### src/hw/rtl/u8ld_pkg.sv
// shared types and constants for the legacy six-byte utf-8 decoder
// no dependencies; imported by every decoder module
`default_nettype none

package u8ld_pkg;

  localparam int unsigned ByteW  = 8;
  localparam int unsigned CodeW  = 31;
  localparam int unsigned LenW   = 3;
  localparam int unsigned ContW  = 6;

  // default depth of the queue between classifier and assembler
  localparam int unsigned QueueDepthDefault = 2;

  // sequence lengths
  localparam logic [LenW-1:0] LenOne   = 3'd1;
  localparam logic [LenW-1:0] LenTwo   = 3'd2;
  localparam logic [LenW-1:0] LenThree = 3'd3;
  localparam logic [LenW-1:0] LenFour  = 3'd4;
  localparam logic [LenW-1:0] LenFive  = 3'd5;
  localparam logic [LenW-1:0] LenSix   = 3'd6;
  localparam logic [LenW-1:0] LenNone  = 3'd0;

  // lead byte thresholds
  localparam logic [ByteW-1:0] LeadSix   = 8'hFC;
  localparam logic [ByteW-1:0] LeadFive  = 8'hF8;
  localparam logic [ByteW-1:0] LeadFour  = 8'hF0;
  localparam logic [ByteW-1:0] LeadThree = 8'hE0;
  localparam logic [ByteW-1:0] LeadTwo   = 8'hC0;

  // payload masks
  localparam logic [ByteW-1:0] MaskSix   = 8'h01;
  localparam logic [ByteW-1:0] MaskFive  = 8'h03;
  localparam logic [ByteW-1:0] MaskFour  = 8'h07;
  localparam logic [ByteW-1:0] MaskThree = 8'h0F;
  localparam logic [ByteW-1:0] MaskTwo   = 8'h1F;
  localparam logic [ByteW-1:0] MaskCont  = 8'h3F;

  // one classified byte, as queued between front and back
  typedef struct packed {
    logic             lead;  // starts a new sequence
    logic             last;  // closes the sequence, a result follows
    logic [LenW-1:0]  len;   // sequence length, lead bytes only
    logic [ByteW-1:0] data;  // masked payload bits
  } entry_t;

endpackage

`default_nettype wire

### src/hw/rtl/u8ld_front.sv
// classifier: tracks sequence position and tags each byte as lead or continuation
// depends on u8ld_pkg
`default_nettype none

module u8ld_front (
  input  wire logic                     clk,
  input  wire logic                     rst,
  input  wire logic                     in_valid,
  output logic                          in_ready,
  input  wire logic [u8ld_pkg::ByteW-1:0] byte_in,
  input  wire logic                     q_full,
  output logic                          q_push,
  output u8ld_pkg::entry_t              q_entry
);
  import u8ld_pkg::*;

  logic [LenW-1:0] bytes_left;
  logic [LenW-1:0] bytes_left_next;
  logic [LenW-1:0] lead_len;
  logic [ByteW-1:0] lead_data;

  assign in_ready = !q_full;
  assign q_push   = in_valid && !q_full;

  always_comb begin
    priority if (byte_in >= LeadSix) begin
      lead_len = LenSix;   lead_data = byte_in & MaskSix;
    end else if (byte_in >= LeadFive) begin
      lead_len = LenFive;  lead_data = byte_in & MaskFive;
    end else if (byte_in >= LeadFour) begin
      lead_len = LenFour;  lead_data = byte_in & MaskFour;
    end else if (byte_in >= LeadThree) begin
      lead_len = LenThree; lead_data = byte_in & MaskThree;
    end else if (byte_in >= LeadTwo) begin
      lead_len = LenTwo;   lead_data = byte_in & MaskTwo;
    end else begin
      lead_len = LenOne;   lead_data = byte_in;
    end
  end

  always_comb begin
    if (bytes_left == LenNone) begin
      q_entry.lead    = 1'b1;
      q_entry.last    = (lead_len == LenOne);
      q_entry.len     = lead_len;
      q_entry.data    = lead_data;
      bytes_left_next = lead_len - LenOne;
    end else begin
      q_entry.lead    = 1'b0;
      q_entry.last    = (bytes_left == LenOne);
      q_entry.len     = LenNone;
      q_entry.data    = byte_in & MaskCont;
      bytes_left_next = bytes_left - LenOne;
    end
  end

  always_ff @(posedge clk) begin
    if (rst) begin
      bytes_left <= LenNone;
    end else if (q_push) begin
      bytes_left <= bytes_left_next;
    end
  end

  // at most five continuation bytes ever outstanding
  a_left_range: assert property (@(posedge clk) disable iff (rst)
    bytes_left <= LenFive)
    else $error("bytes_left out of range");

  // a lead byte is only tagged when no sequence is open
  a_lead_idle: assert property (@(posedge clk) disable iff (rst)
    q_push && q_entry.lead |-> bytes_left == LenNone)
    else $error("lead tagged inside a sequence");

  // last continuation closes the sequence
  a_close: assert property (@(posedge clk) disable iff (rst)
    q_push && !q_entry.lead && q_entry.last |=> bytes_left == LenNone)
    else $error("sequence not closed after last byte");

endmodule

`default_nettype wire

### src/hw/rtl/u8ld_queue.sv
// small fifo of classified bytes between classifier and assembler
// depends on u8ld_pkg
`default_nettype none

module u8ld_queue #(
  parameter int unsigned Depth = u8ld_pkg::QueueDepthDefault
) (
  input  wire logic             clk,
  input  wire logic             rst,
  input  wire logic             push,
  input  wire u8ld_pkg::entry_t push_entry,
  output logic                  full,
  input  wire logic             pop,
  output u8ld_pkg::entry_t      head,
  output logic                  empty
);
  import u8ld_pkg::*;

  localparam int unsigned AddrW  = (Depth > 1) ? $clog2(Depth) : 1;
  localparam int unsigned CountW = $clog2(Depth + 1);
  localparam logic [AddrW-1:0]  LastAddr  = AddrW'(Depth - 1);
  localparam logic [CountW-1:0] DepthCnt  = CountW'(Depth);

  entry_t            mem [Depth];
  logic [AddrW-1:0]  wr_ptr;
  logic [AddrW-1:0]  rd_ptr;
  logic [CountW-1:0] count;

  assign full  = (count == DepthCnt);
  assign empty = (count == '0);
  assign head  = mem[rd_ptr];

  always_ff @(posedge clk) begin
    if (push) begin
      mem[wr_ptr] <= push_entry;
    end
  end

  always_ff @(posedge clk) begin
    if (rst) begin
      wr_ptr <= '0;
      rd_ptr <= '0;
      count  <= '0;
    end else begin
      if (push) begin
        wr_ptr <= (wr_ptr == LastAddr) ? '0 : wr_ptr + AddrW'(1);
      end
      if (pop) begin
        rd_ptr <= (rd_ptr == LastAddr) ? '0 : rd_ptr + AddrW'(1);
      end
      if (push && !pop) begin
        count <= count + CountW'(1);
      end else if (pop && !push) begin
        count <= count - CountW'(1);
      end
    end
  end

  a_count_range: assert property (@(posedge clk) disable iff (rst)
    count <= DepthCnt)
    else $error("queue count overflow");

  a_no_overrun: assert property (@(posedge clk) disable iff (rst)
    !(push && full) && !(pop && empty))
    else $error("queue push when full or pop when empty");

  a_count_step: assert property (@(posedge clk) disable iff (rst)
    push && !pop |=> count == $past(count) + CountW'(1))
    else $error("queue count did not advance");

endmodule

`default_nettype wire

### src/hw/rtl/u8ld_back.sv
// assembler: shifts payload bits into the code point and holds the result register
// depends on u8ld_pkg
`default_nettype none

module u8ld_back (
  input  wire logic                      clk,
  input  wire logic                      rst,
  input  wire u8ld_pkg::entry_t          head,
  input  wire logic                      q_empty,
  output logic                           q_pop,
  output logic                           out_valid,
  input  wire logic                      out_ready,
  output logic [u8ld_pkg::CodeW-1:0]     code_point,
  output logic [u8ld_pkg::LenW-1:0]      seq_length
);
  import u8ld_pkg::*;

  logic [CodeW-1:0] accumulator;
  logic [LenW-1:0]  length_seen;
  logic [CodeW-1:0] accumulator_next;
  logic [LenW-1:0]  length_seen_next;

  // take a queued byte whenever the result register is free or draining
  assign q_pop = !q_empty && (!out_valid || out_ready);

  always_comb begin
    if (head.lead) begin
      accumulator_next = CodeW'(head.data);
      length_seen_next = head.len;
    end else begin
      accumulator_next = {accumulator[CodeW-ContW-1:0], head.data[ContW-1:0]};
      length_seen_next = length_seen;
    end
  end

  always_ff @(posedge clk) begin
    if (rst) begin
      accumulator <= '0;
      length_seen <= LenNone;
    end else if (q_pop) begin
      accumulator <= accumulator_next;
      length_seen <= length_seen_next;
    end
  end

  always_ff @(posedge clk) begin
    if (rst) begin
      out_valid <= 1'b0;
    end else if (q_pop) begin
      out_valid <= head.last;
    end else if (out_ready) begin
      out_valid <= 1'b0;
    end
  end

  always_ff @(posedge clk) begin
    if (q_pop && head.last) begin
      code_point <= accumulator_next;
      seq_length <= length_seen_next;
    end
  end

  a_len_range: assert property (@(posedge clk) disable iff (rst)
    out_valid |-> (seq_length >= LenOne && seq_length <= LenSix))
    else $error("result length out of range");

  a_single_byte: assert property (@(posedge clk) disable iff (rst)
    out_valid && seq_length == LenOne |-> code_point < CodeW'(256))
    else $error("one-byte result wider than a byte");

  a_emit_on_last: assert property (@(posedge clk) disable iff (rst)
    q_pop && head.last |=> out_valid)
    else $error("last byte produced no result");

endmodule

`default_nettype wire

### src/hw/rtl/utf8_legacy_decoder_top.sv
// top level of the legacy six-byte utf-8 decoder
// depends on u8ld_pkg, u8ld_front, u8ld_queue, u8ld_back
`default_nettype none

// byte-serial decoder for the original utf-8 form with lead bytes up to six
// bytes long. one byte is taken per cycle on the input channel while the
// queue has room; a result item (code point and sequence length) leaves on
// the output channel when the last byte of a sequence has been taken. a lead
// byte from c0 up opens a sequence of two to six bytes, anything below c0
// (stray continuation bytes included) is a one-byte code point. bytes inside
// a sequence are never checked, only their low six bits are used. sustained
// rate is one byte per cycle while the receiver keeps taking results; an
// accepted byte passes through the classifier queue and then the assembler's
// result register. the classifier keeps taking bytes while a result waits,
// until the queue (QueueDepth entries) is full.
module utf8_legacy_decoder_top #(
  parameter int unsigned QueueDepth = u8ld_pkg::QueueDepthDefault
) (
  input  wire logic                      clk,
  input  wire logic                      rst,
  // byte input
  input  wire logic                      in_valid,
  output logic                           in_ready,
  input  wire logic [u8ld_pkg::ByteW-1:0] byte_in,
  // decoded result
  output logic                           out_valid,
  input  wire logic                      out_ready,
  output logic [u8ld_pkg::CodeW-1:0]     code_point,
  output logic [u8ld_pkg::LenW-1:0]      seq_length
);
  import u8ld_pkg::*;

  // classified bytes between front and back
  entry_t push_entry;
  entry_t head;
  logic   q_push;
  logic   q_pop;
  logic   q_full;
  logic   q_empty;

  // front: tracks how many continuation bytes remain and tags each byte
  u8ld_front u_front (
    .clk      (clk),
    .rst      (rst),
    .in_valid (in_valid),
    .in_ready (in_ready),
    .byte_in  (byte_in),
    .q_full   (q_full),
    .q_push   (q_push),
    .q_entry  (push_entry)
  );

  // decoupling queue so each side stalls on its own
  u8ld_queue #(
    .Depth (QueueDepth)
  ) u_queue (
    .clk        (clk),
    .rst        (rst),
    .push       (q_push),
    .push_entry (push_entry),
    .full       (q_full),
    .pop        (q_pop),
    .head       (head),
    .empty      (q_empty)
  );

  // back: builds the code point and presents it in the result register
  u8ld_back u_back (
    .clk        (clk),
    .rst        (rst),
    .head       (head),
    .q_empty    (q_empty),
    .q_pop      (q_pop),
    .out_valid  (out_valid),
    .out_ready  (out_ready),
    .code_point (code_point),
    .seq_length (seq_length)
  );

endmodule

`default_nettype wire

### config.mk
export PLATFORM = sky130hd
export DESIGN_NAME = utf8_legacy_decoder_top
export DESIGN_NICKNAME = d
export VERILOG_FILES = /design/src/hw/rtl/u8ld_pkg.sv /design/src/hw/rtl/u8ld_front.sv /design/src/hw/rtl/u8ld_queue.sv /design/src/hw/rtl/u8ld_back.sv /design/src/hw/rtl/utf8_legacy_decoder_top.sv
export SDC_FILE = /design/constraint.sdc
export NUM_CORES = 1
export LEC_CHECK = 0
export BUFFER_PORTS_ARGS = -buffer_cell sky130_fd_sc_hd__buf_2
export CAP_MARGIN = 20
export CORE_MARGIN = 5
export CORE_UTILIZATION = 40
export CTS_BUF_LIST = sky130_fd_sc_hd__clkbuf_2
export CTS_CLUSTER_SIZE = 16
export DETAILED_ROUTE_END_ITERATION = 8
export PLACE_DENSITY_LB_ADDON = 0.3
export SLEW_MARGIN = 20
export SYNTH_ARGS = -nofsm -noshare
export SYNTH_HDL_FRONTEND = slang
export SYNTH_SLANG_ARGS = --single-unit
### constraint.sdc
create_clock -name clk -period 3.6 [get_ports clk]
set_clock_uncertainty 0.05 [all_clocks]
set_input_delay 0.54 -clock clk [delete_from_list [all_inputs] [get_ports clk]]
set_output_delay 0.54 -clock clk [all_outputs]
set_load 0.02 [all_outputs]
==> flow_metrics.env <==
export IMPL_status="complete, no violations"
export IMPL_p_leak_uw=0.001608
export IMPL_crit_required_ps=3800
export IMPL_vias_per_cell=5.040
export IMPL_reg2reg_depth=3
export IMPL_place_hpwl_um=4525
export IMPL_p_total_uw=3269
export IMPL_fin_area_um2=4172
export IMPL_slew_headroom_pct=54.51
export IMPL_setup_viol=0
export IMPL_startpoint_type="flop"
export IMPL_root_buffer="clkbuf_2"
export IMPL_grt_usage_pct=12.23
export IMPL_hold_class="primary input to flop"
export IMPL_worstMarginPinSlew_ps=682.3
export IMPL_synth_nets=327
export IMPL_syn_inst=310
export IMPL_syn_area_per_cell_um2=12.06
export IMPL_cts_resized=0
export IMPL_cts_hold_fix_buffers=0
export IMPL_crit_type="flop to flop"
export IMPL_htree_levels=3
export IMPL_multi_input_area_um2=1075
export IMPL_crit_path_max_fanout=27
export IMPL_grt_pass1_wl_um=10930
export IMPL_hold_depth=1
export IMPL_cts_max_path_buffers=2
export IMPL_regArea_um2=2542
export IMPL_hold_path_end="u_queue.mem[1][0]"
export IMPL_postRouteAntennaNets=0
export IMPL_antenna_found_initial=0
export IMPL_diodes=0
export IMPL_dr_first_iter_drc_count=103
export IMPL_grt_overflow=0
export IMPL_path_clk_slew_ps=260
export IMPL_drt_pass1_iter_count=4
export IMPL_synth_seq_area_share_pct=67.98
export IMPL_async_flop_share_pct=0
export IMPL_core_area_um2=9196
export IMPL_maxCapViolations=0
export IMPL_timing_fmax_ghz=0.4795
export IMPL_period_share_pct=57.94
export IMPL_synth_cell_types=39
export IMPL_utilization_pct=45.36
export IMPL_wl_per_cell_um=14.00
export IMPL_synthToLayoutAreaGrowth_pct=11.54
export IMPL_die_w_um=106.7
export IMPL_hold_viol=0
export IMPL_cp_end_kind="flop"
export IMPL_arrival_ps=2280
export IMPL_drive_gt1_share_pct=22.84
export IMPL_dieArea_um2=11380
export IMPL_reg2reg_setup_slack_ps=1510
export IMPL_rsz0062_at_grt="no"
export IMPL_gp_congestion=0.8026
export IMPL_cts_tree="built"
export IMPL_cts_sinks=97
export IMPL_synth_warnings=0
export IMPL_synth_edf_count=60
export IMPL_cts_buffers=9
export IMPL_numPortBuffers=47
export IMPL_hold_path_startpoint="byte_in[0]"
export IMPL_cts_setup_buffers=0
export IMPL_nNetsFinal=371
export IMPL_rows=35
export IMPL_grt_max_degree=38
export IMPL_fillerInstances=875
export IMPL_synth_ff_type="edfxtp_1"
export IMPL_power_density_nw_per_um2=783.6
export IMPL_synth_top_area_share_pct=48.18
export IMPL_drc=0
export IMPL_yosysTopAreaCell="edfxtp_1"
export IMPL_slew_violations=0
export IMPL_fin_crit_ps=2086
export IMPL_vdd_drop_max_uv=334.3
export IMPL_fp_dieH_um=106.7
export IMPL_initial_core_util_pct=40.67
export IMPL_mappedNetlistArea_um2=3740
export IMPL_r2r_end="u_back.seq_length[0]"
export IMPL_tns_ps=0
export IMPL_grt_pass1_vias=2250
export IMPL_worstSkewPairLatency_ps=550
export IMPL_synth_area_leaders="edfxtp_1 48%, dfxtp_1 20%, nand2_1 6.4%"
export IMPL_synth_seq_cells=97
export IMPL_wirelength_um=6578
export IMPL_route_vias_total=2369
export IMPL_pin_count=48
export IMPL_placed_cell_area_um2=4045
==> where the power goes <==
part	internal (uW)	switching (uW)	total, uW
clock network	174	373	547
registers	1530	115	1640
logic	329	753	1080
total	2030	1240	3270
==> synthesized netlist by cell type (all sizes together) (6+ instances only) <==
master  count
nor2       17
edfxtp     60
mux2        6
a21oi      28
buf        11
and3       25
nand2      65
dfxtp      37
inv         7
clkbuf      6
a311oi      7
==> worst max path at each step <==
stage,start,end,slack [ps],cells after the start
2_1_floorplan,out_ready,u_back.code_point[0],510,6
3_3_place_gp,out_ready,u_back.seq_length[1],1300,6
3_5_place_dp,out_ready,u_back.seq_length[0],1230,6
4_1_cts,flop,u_back.code_point[5],1460,3
5_1_grt,flop,u_back.code_point[5],1320,3
6_report,flop,u_back.seq_length[0],1510,3
==> per-stage QoR <==
| step | cells | setup WS, ps | hold WS [ps] |
|---|---|---|---|
| after floorplan | 310 | 512.6 | 381.9 |
| after global placement | 453 | 1298 | 387.4 |
| after detailed placement | 454 | 1232 | 392.8 |
| after CTS | 470 | 1459 | 72.85 |
| after global routing | 470 | 1321 | 37.71 |
| final | 470 | 1514 | 124.1 |
==> logic make-up (layout without fill, tap and decap cells) <==
kind of cell / count (synthesis) / after routing / share of synthesized area [%]
AO/OA/AOI/OAI: 49 / 49 / 8.531
XOR/XNOR: 4 / 4 / 0.9369
buffers and inverters: 25 / 74 / 3.479
flip-flops: 97 / 97 / 67.98
multiplexers: 7 / 7 / 2.074
adder cells (fa/ha/maj): 5 / 5 / 1.673
AND/OR/NAND/NOR: 123 / 123 / 15.32
==> cells in the final DEF (no fill, tap or decap), types with 2 or more instances in the layout <==
cell,n
xnor2_1,2
buf_2,47
a311oi_1,6
a32oi_1,5
xor2_1,2
edfxtp_1,60
inv_6,5
nor2b_1,3
nand2_1,64
dfxtp_1,37
nor2_1,16
nor3b_1,2
clkbuf_2,9
nand3_1,3
mux2_2,6
inv_1,6
a21boi_0,2
a21oi_1,27
buf_4,3
nand2b_2,2
o21a_1,2
and3_1,25
nand2b_1,3
ha_1,5
==> state kept, by name, indices dropped and copies added (netlist names), named ones only <==
signal              flops
u_back.code_point      31
u_queue.mem            26
u_back.accumulator     25
u_back.length_seen      3
u_back.seq_length       3
u_front.bytes_left      3
u_queue.count           2
u_back.out_valid        1
u_queue.rd_ptr          1
u_queue.wr_ptr          1
==> final cells by class <==
| class | count | share of cell area [%] |
|---|---|---|
| Timing Repair Buffer | 50 | 6.179 |
| Tap cell | 111 | 3.329 |
| Sequential cell | 97 | 60.95 |
| Clock buffer | 9 | 1.080 |
| Multi-Input combinational cell | 188 | 25.76 |
| Inverter | 8 | 0.7499 |
| Clock inverter | 7 | 1.950 |
==> per-layer routing <==
layer / global-route usage, % / wire [um] / vias up
met5: 0 / 0 / -
met4: 3.014 / 57 / 0
met3: 4.636 / 391 / 7
met2: 19.24 / 3075 / 58
met1: 16.03 / 3053 / 1117
li1: - / - / 1187
==> critical path: stages (launching register included) <==
cell and delay [ps]:
dfxtp_1 790, mux2i_1 280, nor2_4 260, buf_4 380
Note: power is estimated with default switching activity, not from simulation.
